[src/sv/rria_pkg.sv]
package rria_pkg;

  // the used map is kept as words of this many bits
  localparam int WORD_W = 16;
  localparam int BIT_W  = 4;

  // request and response codes
  localparam logic MODE_ALLOC = 1'b0;
  localparam logic MODE_FREE  = 1'b1;
  localparam logic ST_OK      = 1'b0;
  localparam logic ST_FULL    = 1'b1;

  // result of the first-free search over one word
  typedef struct packed {
    logic              found;
    logic [BIT_W-1:0]  bit_idx;
    logic [WORD_W-1:0] onehot;
  } ffz_res_t;

endpackage

[src/sv/rria_ram.sv]
module rria_ram #(
  parameter int WIDTH = 16,
  parameter int DEPTH = 16
) (
  input  logic                                       clk,
  input  logic                                       we,
  input  logic [((DEPTH > 1) ? $clog2(DEPTH) : 1)-1:0] waddr,
  input  logic [WIDTH-1:0]                           wdata,
  input  logic                                       re,
  input  logic [((DEPTH > 1) ? $clog2(DEPTH) : 1)-1:0] raddr,
  output logic [WIDTH-1:0]                           rdata
);

  logic [WIDTH-1:0] mem [DEPTH];

  always_ff @(posedge clk) begin
    if (we) begin
      mem[waddr] <= wdata;
    end
    if (re) begin
      rdata <= mem[raddr];
    end
  end

endmodule

[src/sv/rria_ffz.sv]
module rria_ffz (
  input  logic [rria_pkg::WORD_W-1:0] word,
  input  logic [rria_pkg::WORD_W-1:0] mask,
  output rria_pkg::ffz_res_t          res
);

  logic [rria_pkg::WORD_W-1:0] free;
  logic [rria_pkg::WORD_W-1:0] lowest;
  logic [rria_pkg::BIT_W-1:0]  idx;

  // lowest set bit of the free vector through one add
  assign free   = ~(word | mask);
  assign lowest = free & (~free + rria_pkg::WORD_W'(1));

  always_comb begin
    idx = '0;
    for (int i = 0; i < rria_pkg::WORD_W; i++) begin
      if (lowest[i]) begin
        idx = idx | rria_pkg::BIT_W'(i);
      end
    end
  end

  assign res.found   = |free;
  assign res.bit_idx = idx;
  assign res.onehot  = lowest;

endmodule

[src/sv/round_robin_id_allocator.sv]
// channel  handshake             payload
// req      req_valid/req_stall   mode, release_id
// rsp      rsp_valid/rsp_stall   granted_id, status
//
// allocate: the request is accepted, then the map ram is scanned word by word from
//   the pointer's word until a free identifier turns up
// free: read-modify-write of one map word; full or out-of-range: answered at accept
// reset: a clearing pass writes every map word, req stalled
// rsp holds its transaction while rsp_stall is high; a new request is taken only
//   when the response register is empty or draining
module round_robin_id_allocator #(
  parameter int ID_COUNT = 256
) (
  input  logic       clk,
  input  logic       rst,
  input  logic       req_valid,
  output logic       req_stall,
  input  logic       mode,
  input  logic [7:0] release_id,
  output logic       rsp_valid,
  input  logic       rsp_stall,
  output logic [7:0] granted_id,
  output logic       status
);

  localparam int WORD_W    = rria_pkg::WORD_W;
  localparam int BIT_W     = rria_pkg::BIT_W;
  localparam int DEPTH     = (ID_COUNT + WORD_W - 1) / WORD_W;
  localparam int AW        = (DEPTH > 1) ? $clog2(DEPTH) : 1;
  localparam int IDX_W     = $clog2(ID_COUNT);
  localparam int CNT_W     = $clog2(ID_COUNT + 1);
  localparam int LAST_BITS = ID_COUNT - (DEPTH - 1) * WORD_W;
  // identifiers past the pool in the last word always look used
  localparam logic [WORD_W-1:0] TAIL_PAD = ~WORD_W'((2 ** LAST_BITS) - 1);
  localparam logic [AW-1:0]     LAST_ADDR = AW'(DEPTH - 1);

  typedef enum logic [1:0] {
    S_CLEAR,
    S_IDLE,
    S_FREE,
    S_SCAN
  } state_t;

  state_t             state;
  logic [AW-1:0]      clr_addr;
  logic [AW-1:0]      op_addr;
  logic [BIT_W-1:0]   op_bit;
  logic               first;
  logic [IDX_W-1:0]   ptr;
  logic [CNT_W-1:0]   used_count;

  logic               req_acc;
  logic               rsp_load;
  logic               full;
  logic               rel_ok;
  logic [AW-1:0]      rel_addr;
  logic [AW-1:0]      ptr_addr;
  logic [AW-1:0]      scan_next;

  logic               ram_we;
  logic [AW-1:0]      ram_waddr;
  logic [WORD_W-1:0]  ram_wdata;
  logic               ram_re;
  logic [AW-1:0]      ram_raddr;
  logic [WORD_W-1:0]  ram_rdata;

  logic [WORD_W-1:0]  scan_mask;
  logic [WORD_W-1:0]  bit_sel;
  logic               bit_set;
  rria_pkg::ffz_res_t ffz;
  logic [IDX_W-1:0]   new_id;
  logic [IDX_W:0]     id_inc;
  logic [IDX_W-1:0]   ptr_next;

  // a new request waits for the sequencer and for room in the response register
  assign req_stall = (state != S_IDLE) || (rsp_valid && rsp_stall);
  assign req_acc   = req_valid && !req_stall;

  assign full      = (used_count == CNT_W'(ID_COUNT));
  assign rel_ok    = (32'(release_id) < 32'(ID_COUNT));
  assign rel_addr  = AW'(release_id >> BIT_W);
  assign ptr_addr  = AW'(ptr >> BIT_W);
  assign scan_next = (op_addr == LAST_ADDR) ? '0 : op_addr + AW'(1);

  // a response transaction is loaded when the current request finishes
  assign rsp_load  = (state == S_FREE) || ((state == S_SCAN) && ffz.found) ||
                     (req_acc && ((mode == rria_pkg::MODE_FREE) ? !rel_ok : full));

  // first word of a scan skips bits below the pointer; on wrap-around all bits count
  always_comb begin
    for (int i = 0; i < WORD_W; i++) begin
      scan_mask[i] = first && (BIT_W'(i) < op_bit);
      bit_sel[i]   = (BIT_W'(i) == op_bit);
    end
    if (op_addr == LAST_ADDR) begin
      scan_mask = scan_mask | TAIL_PAD;
    end
  end

  assign bit_set = |(ram_rdata & bit_sel);

  rria_ffz u_ffz (
    .word (ram_rdata),
    .mask (scan_mask),
    .res  (ffz)
  );

  assign new_id   = IDX_W'({op_addr, ffz.bit_idx});
  assign id_inc   = {1'b0, new_id} + (IDX_W + 1)'(1);
  assign ptr_next = (id_inc == (IDX_W + 1)'(ID_COUNT)) ? '0 : id_inc[IDX_W-1:0];

  // map ram port control
  always_comb begin
    ram_we    = 1'b0;
    ram_waddr = op_addr;
    ram_wdata = ram_rdata;
    ram_re    = 1'b0;
    ram_raddr = scan_next;
    case (state)
      S_CLEAR: begin
        ram_we    = 1'b1;
        ram_waddr = clr_addr;
        ram_wdata = '0;
      end
      S_IDLE: begin
        if (req_acc) begin
          if (mode == rria_pkg::MODE_FREE) begin
            ram_re    = rel_ok;
            ram_raddr = rel_addr;
          end else begin
            ram_re    = !full;
            ram_raddr = ptr_addr;
          end
        end
      end
      S_FREE: begin
        // clear the used mark of the released identifier
        ram_we    = 1'b1;
        ram_wdata = ram_rdata & ~bit_sel;
      end
      S_SCAN: begin
        if (ffz.found) begin
          ram_we    = 1'b1;
          ram_wdata = ram_rdata | ffz.onehot;
        end else begin
          // fetch the next word while this one is checked
          ram_re = 1'b1;
        end
      end
      default: begin
        ram_we = 1'b0;
      end
    endcase
  end

  rria_ram #(
    .WIDTH (WORD_W),
    .DEPTH (DEPTH)
  ) u_map (
    .clk   (clk),
    .we    (ram_we),
    .waddr (ram_waddr),
    .wdata (ram_wdata),
    .re    (ram_re),
    .raddr (ram_raddr),
    .rdata (ram_rdata)
  );

  // sequencer and response register
  always_ff @(posedge clk) begin
    if (rst) begin
      state      <= S_CLEAR;
      clr_addr   <= '0;
      ptr        <= '0;
      used_count <= '0;
      rsp_valid  <= 1'b0;
    end else begin
      // a waiting response stays until taken
      rsp_valid <= rsp_load || (rsp_valid && rsp_stall);
      case (state)
        S_CLEAR: begin
          clr_addr <= clr_addr + AW'(1);
          if (clr_addr == LAST_ADDR) begin
            state <= S_IDLE;
          end
        end
        S_IDLE: begin
          if (req_acc) begin
            if (mode == rria_pkg::MODE_FREE) begin
              granted_id <= release_id;
              status     <= rria_pkg::ST_OK;
              if (rel_ok) begin
                op_addr <= rel_addr;
                op_bit  <= BIT_W'(release_id);
                state   <= S_FREE;
              end
              // identifier outside the pool: echo it, change nothing
            end else if (full) begin
              granted_id <= '0;
              status     <= rria_pkg::ST_FULL;
            end else begin
              op_addr <= ptr_addr;
              op_bit  <= BIT_W'(ptr);
              first   <= 1'b1;
              state   <= S_SCAN;
            end
          end
        end
        S_FREE: begin
          if (bit_set) begin
            used_count <= used_count - CNT_W'(1);
          end
          state <= S_IDLE;
        end
        S_SCAN: begin
          if (ffz.found) begin
            ptr        <= ptr_next;
            used_count <= used_count + CNT_W'(1);
            granted_id <= 8'(new_id);
            status     <= rria_pkg::ST_OK;
            state      <= S_IDLE;
          end else begin
            op_addr <= scan_next;
            first   <= 1'b0;
          end
        end
        default: begin
          state <= S_IDLE;
        end
      endcase
    end
  end

  // the in-use count never passes the pool size
  a_count_bound: assert property (@(posedge clk) disable iff (rst)
    32'(used_count) <= 32'(ID_COUNT))
    else $error("used count above pool size");

  // a scan only starts with a free identifier somewhere in the map
  a_scan_not_full: assert property (@(posedge clk) disable iff (rst)
    state == S_SCAN |-> !full)
    else $error("scan running on a full pool");

  // an allocate on a full pool answers full in the next cycle
  a_full_rsp: assert property (@(posedge clk) disable iff (rst)
    req_acc && mode == rria_pkg::MODE_ALLOC && full
    |=> rsp_valid && status == rria_pkg::ST_FULL && granted_id == 8'd0)
    else $error("full allocate not answered as full");

endmodule

[config.mk]
export PLATFORM = sky130hd
export DESIGN_NAME = round_robin_id_allocator
export DESIGN_NICKNAME = d
export VERILOG_FILES = /design/src/sv/rria_pkg.sv /design/src/sv/rria_ram.sv /design/src/sv/rria_ffz.sv /design/src/sv/round_robin_id_allocator.sv
export SDC_FILE = /design/constraint.sdc
export NUM_CORES = 1
export LEC_CHECK = 0
export BUFFER_PORTS_ARGS = -buffer_cell sky130_fd_sc_hd__buf_2
export CAP_MARGIN = 0
export CELL_PAD_IN_SITES_DETAIL_PLACEMENT = 1
export CELL_PAD_IN_SITES_GLOBAL_PLACEMENT = 2
export CORE_MARGIN = 2
export CORE_UTILIZATION = 45
export DETAILED_ROUTE_END_ITERATION = 10
export PLACE_DENSITY_LB_ADDON = 0.1
export SYNTH_ARGS = -nofsm -noshare
export SYNTH_HDL_FRONTEND = slang
export SYNTH_SLANG_ARGS = --single-unit
export TNS_END_PERCENT = 10
[constraint.sdc]
create_clock -name clk -period 6.55 [get_ports clk]
set_input_delay 1.965 -clock clk [delete_from_list [all_inputs] [get_ports clk]]
set_output_delay 1.965 -clock clk [all_outputs]
set_load 0.01 [all_outputs]
==> results of run 1 <==
==> kinds of logic after synthesis <==
logic type	count (synthesis)	share of synthesized area, %
simple gates	196	6.646
compound gates	148	7.665
mux	131	15.34
buf+inv	67	2.002
xor+xnor	17	1.073
fa+ha+maj	11	1.046
flops	314	66.23
==> metrics by stage <==
stage	setup WS (ps)	total power, mW	hold WS, ps	cells	area, sq um
6_report	2081	4.168	463.3	1344	15730
5_1_grt	2006	4.291	489.1	1344	15730
3_5_place_dp	1706	2.347	455.7	1282	14630
4_1_cts	2083	4.209	464.4	1344	15720
3_3_place_gp	1795	2.339	448.2	1282	14630
2_1_floorplan	2345	2.299	431.9	884	13870
==> placed cells by master, fill, tap and decap left out, types with 4 or more instances in the layout <==
master     count
clkbuf_16     35
edfxtp_1     290
clkinv_2       6
xnor2_1       15
nand4_1        5
nor3_2         4
o21ai_1        4
nand2b_1       7
a22o_1         8
or2_2          4
buf_4         30
buf_2         23
a21oi_1       31
o41ai_1        4
dfxtp_1       24
a31oi_1        8
ha_1          10
a211oi_1       5
nand2_1       56
nor3_1         8
clkinv_1       9
mux4_2        65
mux2i_1       62
inv_1         14
o21ai_0       34
and2_1         6
nand3_1       24
a21o_1         8
or3_1          5
nor2_2        12
nor2_1        45
==> layout make-up <==
class                   count  area (sq um)
multi-input cells         503          4523
inverters                  14         52.55
well taps                 396         495.5
flip-flops and latches    314          9189
fillers                  2861         14780
clock inverters            25         207.7
repair buffers             55         380.4
clock buffers              37         883.3
==> per-layer routing <==
layer  wire (um)  track usage [%]  share of wire (%)
met5           0                0                  0
met4        1166            8.098                3.2
met3        1696            3.667                4.6
met2       17630            37.36                 48
met1       16030            31.64                 44
==> worst reg2reg max path, delay by kind of cell (launching register included) <==
kind	cells	cell delay, ps
flip-flops	1	890
XOR/XNOR	1	110
AND/OR/NAND/NOR	4	1180
adder cells (fa/ha/maj)	1	300
AO/OA/AOI/OAI	5	1660
==> flip-flops by register name, indices dropped and copies added (netlist names) <==
name / flops
ptr: 8
used_count: 9
u_map.mem: 256
first: 1
u_map.rdata: 16
granted_id: 8
clr_addr: 4
rsp_valid: 1
op_addr: 4
status: 1
state: 2
op_bit: 4
==> power by group through the flow <==
stage,combinational [mW],clock [mW],sequential [mW]
final,0.0877,1.87,2.21
after global placement,0.0861,0,2.25
after CTS,0.0903,1.90,2.21
after floorplan,0.0471,0,2.25
after detailed placement,0.0900,0,2.26
after global routing,0.0949,1.98,2.22
==> worst paths after layout <==
path                   from         to  slack (ps)  cells past startpoint
setup reg to reg      first     ptr[6]        2330                     11
hold reg to reg      ptr[3]     ptr[3]         460                      2
hold / removal       ptr[3]     ptr[3]         460                      2
setup / recovery  rsp_stall  req_stall        2080                      4
==> flow_summary.yaml, run 1 <==
power:
  powerDensity_nw_per_um2: 265.0
  p_int_mw: 3.299
  leakage_nw: 5.296
  p_comb_share_pct: 2.1
  ir_drop_mv: 0.2265
  sw_frac_of_total_pct: 20.85
  p_sw_mw: 0.8691
  clockPowerShare_pct: 44.8
  seqPwrFrac_pct: 53.1
logic_synthesis:
  synth-edff-count: 290
  seq_area_frac_synth_pct: 66.23
  synthCells: 884
  yosys-top-cells-count: "290 x edfxtp_1, 65 x mux4_2, 63 x mux2i_1"
  yosysMostFrequentCell: "edfxtp_1"
  yosys_warnings: 0
  synth_area_leader_cell: "edfxtp_1"
  synth_cell_types: 68
  ys_seq_elements: 314
  ys.flop_type: "edfxtp_1"
  synth_nets: 908
  avgSynthCellArea_sq_um: 15.70
  synth_top_area_share_pct: 62.76
  synth.area.top_cells: "edfxtp_1 63%, mux4_2 11%, mux2i_1 4.5%, dfxtp_1 3.5%, nor2_1 1.5%"
  netlist_area_sq_um: 13870
  async_flop_share_pct: 0
floorplan:
  io_pins: 24
  dieArea_sq_um: 32250
  core_area_sq_um: 30510
  dieWidth_um: 179.6
  die_y_um: 179.6
  rows: 64
  initial_utilization_pct: 45.48
timing:
  slew-limit-headroom_pct: 24.46
  clock_skew_ps: 18.71
  fmax_mhz: 223.8
  final_hold_viol_count: 0
  fin_crit_sh_pct: 68.23
  worstMarginPinSlew_ps: 1133
  setup_viol_count_final: 0
  tns_ps: 0
  grt_setup_unrepaired: "no"
  layout_min_cycle_time_ps: 4469
  slew_viol_final: 0
flow_run:
  drv_cap: 0
clocking:
  cts_tree: "built"
  cts_num_sinks: 314
  ctsLongestPathBuffers: 3
  cts_made_buffers: 35
  root_buffer: "clkbuf_16"
  cts_setup_buffers: 0
  cts_resized: 0
  htree_levels: 2
  worstSkewPairLatency_ps: 520
  clkTransAtPathRegs_ps: 60
  cts_hold_buf: 0
worst_setup_path:
  crit_required_ps: 4590
  path_max_fanout: 3
  path_delay_family: "buffers and inverters"
  path_class: "in -> out"
  endpoint_kind: "output port"
  slowest_stage: "a21oi_1"
  cp_cell_sequence: "buf_2, a21oi_1, nand2_1, buf_2"
  cp_slowest_stage_delay_ps: 200
  critical_path_buf_inv_count: 2
  crit_arrival_ps: 2500
  cp_common_cell: "buf_2"
  critPathLaunchType: "input pin"
route:
  routed_wl_um: 36520
  wl_per_cell_um: 27.17
  route.detailed.drc: 0
  firstDrtPassIters: 6
  postRouteAntennaNets: 0
  vias: 8110
  drtIter0Drc: 661
  vias_per_cell: 6.034
final_layout:
  finish.net_count: 947
  drive_gt1_share_pct: 22.15
  antennaDiodeCount: 0
  utilization_pct: 51.56
  syn2layout_area_growth_pct: 13.38
status:
  outcome: "finished clean"
global_route:
  grt_pass1_vias: 8629
  grt_max_degree: 65
  overflow: 0
  antenna_found_initial: 0
  grt_pass1_wl_um: 55550
  grt_use_total_pct: 22.97
min_path:
  hold_path_class: "reg -> reg"
placement:
  gp_congestion: 0.8110
  portBuffers: 23
  hpwl_um: 22110
No activity file was read; power rests on OpenSTA's default activity.
==> run 2, diff against run 1 <==
--- a/config.mk
+++ b/config.mk
@@ -10,7 +10,7 @@
 export CELL_PAD_IN_SITES_DETAIL_PLACEMENT = 1
 export CELL_PAD_IN_SITES_GLOBAL_PLACEMENT = 2
 export CORE_MARGIN = 2
-export CORE_UTILIZATION = 45
+export CORE_UTILIZATION = 43
 export DETAILED_ROUTE_END_ITERATION = 10
 export PLACE_DENSITY_LB_ADDON = 0.1
 export SYNTH_ARGS = -nofsm -noshare
==> constraint.sdc (replaced) <==
create_clock -name clk -period 3.75 [get_ports clk]
set_input_delay 1.125 -clock clk [delete_from_list [all_inputs] [get_ports clk]]
set_output_delay 1.125 -clock clk [all_outputs]
set_load 0.01 [all_outputs]
==> flow_summary.yaml, run 2 (same netlist as run 1, synthesis figures left out) <==
clocking:
  clkTransAtPathRegs_ps: 60
  htree_levels: 2
  cts_hold_buf: 0
  root_buffer: "clkbuf_16"
  cts_made_buffers: 35
  cts_tree: "built"
  ctsLongestPathBuffers: 3
  worstSkewPairLatency_ps: 520
  cts_num_sinks: 314
route:
  routed_wl_um: 36720
  firstDrtPassIters: 5
  route.detailed.drc: 0
  vias_per_cell: 5.972
  drtIter0Drc: 611
  wl_met2_um: 18270
  wl_per_cell_um: 26.53
  wl_met3_um: 1626
  m1WireLength_um: 15720
  postRouteAntennaNets: 0
  vias: 8265
  maxUsedRoutingLayer: "met4"
floorplan:
  initial_utilization_pct: 43.86
  dieWidth_um: 183.6
  die_y_um: 183.6
  dieArea_sq_um: 33720
  core_area_sq_um: 31640
  rows: 65
  io_pins: 24
placement:
  gp_congestion: 0.8362
  hpwl_um: 23880
  portBuffers: 23
global_route:
  grt_use_total_pct: 22.45
  grt_pass1_wl_um: 55590
  grt_pass1_vias: 8766
  grt_max_degree: 65
  overflow: 0
  antenna_found_initial: 0
final_layout:
  largest_reg_flops: 256
  regMostFlops: "u_map.mem"
  nFillCells: 2994
  syn2layout_area_growth_pct: 16.19
  final_cell_mix: "290 x edfxtp_1, 65 x mux4_2, 62 x mux2i_1, 62 x buf_4, 56 x nand2_1"
  finish.net_count: 985
  drive_gt1_share_pct: 25.15
  antennaDiodeCount: 0
  biggestRegsByFlops: "u_map.mem (256), u_map.rdata (16), used_count (9)"
  final_common_cell: "edfxtp_1"
worst_setup_path:
  crit_required_ps: 4180
  r2r-start: "first"
  r2r_cells: 11
  cp-endpoint: "ptr[6]"
  critPathLaunchType: "flip-flop"
  path_max_fanout: 12
  crit_path_start: "first"
  timing.rr.end: "ptr[6]"
  path_class: "reg -> reg"
  reg2reg_slack_ps: 210
  endpoint_kind: "flip-flop"
  crit_arrival_ps: 3970
timing:
  grt_setup_unrepaired: "no"
  setup_viol_count_final: 0
  fin_crit_sh_pct: 94.36
  worstMarginPinSlew_ps: 854.5
  final_hold_viol_count: 0
  tns_ps: 0
  fmax_mhz: 282.6
  slew-limit-headroom_pct: 42.23
  layout_min_cycle_time_ps: 3539
  slew_viol_final: 0
  clock_skew_ps: 16.96
min_path:
  hold_path_class: "reg -> reg"
power:
  p_int_mw: 5.912
  ir_drop_mv: 0.3850
  p_comb_share_pct: 2.1
  sw_frac_of_total_pct: 19.80
  p_total_mw: 7.372
  seqPwrFrac_pct: 52.5
  p_sw_mw: 1.460
  powerDensity_nw_per_um2: 457.3
  leakage_nw: 5.499
  clockPowerShare_pct: 45.5
flow_run:
  drv_cap: 0
status:
  outcome: "finished clean"
[run 2: changes by cell type in the layout (fill, tap and decap cells not counted), sizes merged]
cell	previous run	this run
buf	55	93
bufinv	2	4
clkbuf	37	43
clkinv	20	10
inv	16	14
[run 2: how the worst min path moves through the flow]
stage	startpoint	end	cells after the start
5_1_grt	ptr[1]	ptr[1]	2
6_report	ptr[3]	ptr[3]	2
4_1_cts	ptr[3]	ptr[3]	2
3_3_place_gp	ptr[1]	ptr[1]	2
2_1_floorplan	ptr[3]	ptr[3]	2
3_5_place_dp	ptr[3]	ptr[3]	2
[run 2: per-stage QoR]
stage	std cells	setup slack [ps]	utilization, %	hold slack [ps]	area (sq um)
global placement	1326	105.3	47.40	446.4	15000
global route	1384	14.21	50.96	501.7	16120
detailed placement	1326	49.35	47.40	450.8	15000
floorplan	884	279.3	-	431.9	13870
finish	1384	211.5	50.96	455.5	16120
CTS	1384	34.66	50.92	459.3	16110
[run 2: final cells by class]
cell class | instances | area [sq um] | area share [%]
clock buffers | 43 | 915.9 | 5.681
clock inverters | 15 | 195.2 | 1.211
inverters | 14 | 52.55 | 0.3260
multi-input cells | 503 | 4524 | 28.07
flip-flops and latches | 314 | 9189 | 57.00
well taps | 402 | 503.0 | 3.120
repair buffers | 93 | 740.7 | 4.595
[run 2: power groups by stage]
stage / Sequential [mW] / Combinational (mW) / Clock, mW
6_report: 3.87 / 0.153 / 3.35
4_1_cts: 3.87 / 0.157 / 3.42
3_3_place_gp: 3.93 / 0.150 / 0
2_1_floorplan: 3.93 / 0.0823 / 0
5_1_grt: 3.87 / 0.166 / 3.55
3_5_place_dp: 3.94 / 0.157 / 0
[run 2: worst max-delay path, stage by stage, from the launching register on]
cell	delay [ps]
edfxtp_1	650
nand3_1	180
a311o_1	460
a211oi_4	320
nand3_1	160
or3_1	450
o2111ai_1	180
ha_1	290
nand4_1	120
a211oi_2	310
xnor2_1	110
a211oi_1	220
[run 2: timing repair]
action	4_1_cts	5_1_grt
endpoints found under the setup margin	0	148
gates resized for setup	0	5
setup buffers	0	0
[run 2: per-layer routing]
metal  vias up  track usage, %
li1       3654               -
met1      4297           30.16
met2       232           38.16
met3        82           2.694
met4         0           7.456
met5         -               0
==> run 3, diff against run 2 <==
--- a/config.mk
+++ b/config.mk
@@ -10,7 +10,7 @@
 export CELL_PAD_IN_SITES_DETAIL_PLACEMENT = 1
 export CELL_PAD_IN_SITES_GLOBAL_PLACEMENT = 2
 export CORE_MARGIN = 2
-export CORE_UTILIZATION = 43
+export CORE_UTILIZATION = 45
 export DETAILED_ROUTE_END_ITERATION = 10
 export PLACE_DENSITY_LB_ADDON = 0.1
 export SYNTH_ARGS = -nofsm -noshare
==> constraint.sdc (replaced) <==
create_clock -name clk -period 3.3 [get_ports clk]
set_input_delay 0.99 -clock clk [delete_from_list [all_inputs] [get_ports clk]]
set_output_delay 0.99 -clock clk [all_outputs]
set_load 0.01 [all_outputs]
==> flow_summary.yaml, run 3 (same netlist as run 1, synthesis figures left out) <==
power:
  p_total_mw: 8.412
  leakage_nw: 5.722
  powerDensity_nw_per_um2: 505.3
  ir_drop_mv: 0.4470
global_route:
  grt_pass1_wl_um: 56410
  grt_pass1_vias: 9109
  grt_max_degree: 33
  grt_use_total_pct: 23.05
  antenna_found_initial: 0
  overflow: 0
final_layout:
  stdcell_count: 1414
  biggestRegsByFlops: "u_map.mem (256), u_map.rdata (16), used_count (9)"
  regMostFlops: "u_map.mem"
  syn2layout_area_growth_pct: 19.98
  antennaDiodeCount: 0
  utilization_pct: 54.56
  largest_reg_flops: 256
  final_cell_mix: "290 x edfxtp_1, 69 x buf_4, 65 x mux4_2"
  drive_gt1_share_pct: 27.60
  final_common_cell: "edfxtp_1"
  finish.net_count: 1016
route:
  firstDrtPassIters: 5
  maxUsedRoutingLayer: "met4"
  vias_per_cell: 5.948
  vias: 8410
  routed_wl_um: 37010
  postRouteAntennaNets: 0
  m1WireLength_um: 15490
  route.detailed.drc: 0
  wl_met2_um: 18930
  drtIter0Drc: 644
  wl_per_cell_um: 26.17
  wl_met3_um: 1513
floorplan:
  initial_utilization_pct: 45.48
  io_pins: 24
  dieWidth_um: 179.6
  core_area_sq_um: 30510
  dieArea_sq_um: 32250
  rows: 64
  die_y_um: 179.6
timing:
  grt_setup_unrepaired: "yes"
  fmax_mhz: 316.6
  tns_ps: 0
  setup_viol_count_final: 0
  final_hold_viol_count: 0
  worstMarginPinSlew_ps: 803.9
  slew_viol_final: 0
  fin_ws_ps: 141.2
  clock_skew_ps: 13.43
  fin_crit_sh_pct: 95.72
  layout_min_cycle_time_ps: 3159
  slew-limit-headroom_pct: 46.16
flow_run:
  drv_cap: 0
clocking:
  cts_made_buffers: 36
  ctsLongestPathBuffers: 3
  cts_num_sinks: 314
  cts_tree: "built"
  htree_levels: 2
  clkTransAtPathRegs_ps: 60
  worstSkewPairLatency_ps: 520
  root_buffer: "clkbuf_16"
status:
  outcome: "finished clean"
worst_setup_path:
  endpoint_kind: "flip-flop"
  crit_required_ps: 3510
  critPathLaunchType: "flip-flop"
  crit_arrival_ps: 3370
  path_max_fanout: 16
  path_class: "reg -> reg"
placement:
  post-place-cells: 1348
  gp_congestion: 0.8633
  place_ws_ps: -36.65
  portBuffers: 23
  hpwl_um: 24260
min_path:
  hold_path_class: "reg -> reg"
[run 3: changes by cell type in the layout (fill, tap and decap cells not counted), moves of 3 or more]
cell / delta
buf_12: +22
buf_4: +7
clkinvlp_4: +3
clkinv_1: +5
[run 3: cell type report]
cell class | instances | area, sq um
flip-flops and latches | 314 | 9189
well taps | 396 | 495.5
clock buffers | 44 | 952.2
fillers | 2878 | 13860
clock inverters | 20 | 178.9
repair buffers | 123 | 1245
inverters | 14 | 52.55
multi-input cells | 503 | 4533
[run 3: stage by stage]
step | cell area, sq um | hold WS [ps]
global placement | 15470 | 448.1
floorplan | 13870 | 431.9
detailed placement | 15470 | 453.9
CTS | 16610 | 461.5
global route | 16650 | 491.8
finish | 16650 | 458.1
[run 3: path summary, 6_finish.rpt]
path | end | depth (start not counted) | from | slack, ps
max reg2reg | u_map.mem[11][1] | 10 | op_bit[0] | 140
min | ptr[3] | 2 | ptr[3] | 460
max | u_map.mem[11][1] | 10 | op_bit[0] | 140
min reg2reg | ptr[3] | 2 | ptr[3] | 460
[run 3: critical path: stages (launching register included)]
cell	delay [ps]
edfxtp_1	490
buf_4	220
or2_1	250
a311oi_2	400
a211oi_4	90
buf_4	170
and4_1	290
a21oi_1	270
nor2_1	160
nor3_2	260
buf_12	230
[run 3: layer usage]
metal,track usage [%],up-vias
met5,0,-
met4,7.545,0
met3,3.464,68
met2,40.17,220
met1,29.72,4404
li1,-,3718
[run 3: repair_timing]
action	CTS	global route
resized for setup	1	8
buffers inserted	0	2
hold buffers	0	0
setup endpoints to repair	64	204
[run 3: where the power goes]
group / internal, mW / leakage, nW / switching [mW]
clock: 2.23 / 0.538 / 1.59
combinational: 0.0735 / 2.30 / 0.121
sequential: 4.37 / 2.88 / 0.0219
total: 6.68 / 5.72 / 1.73
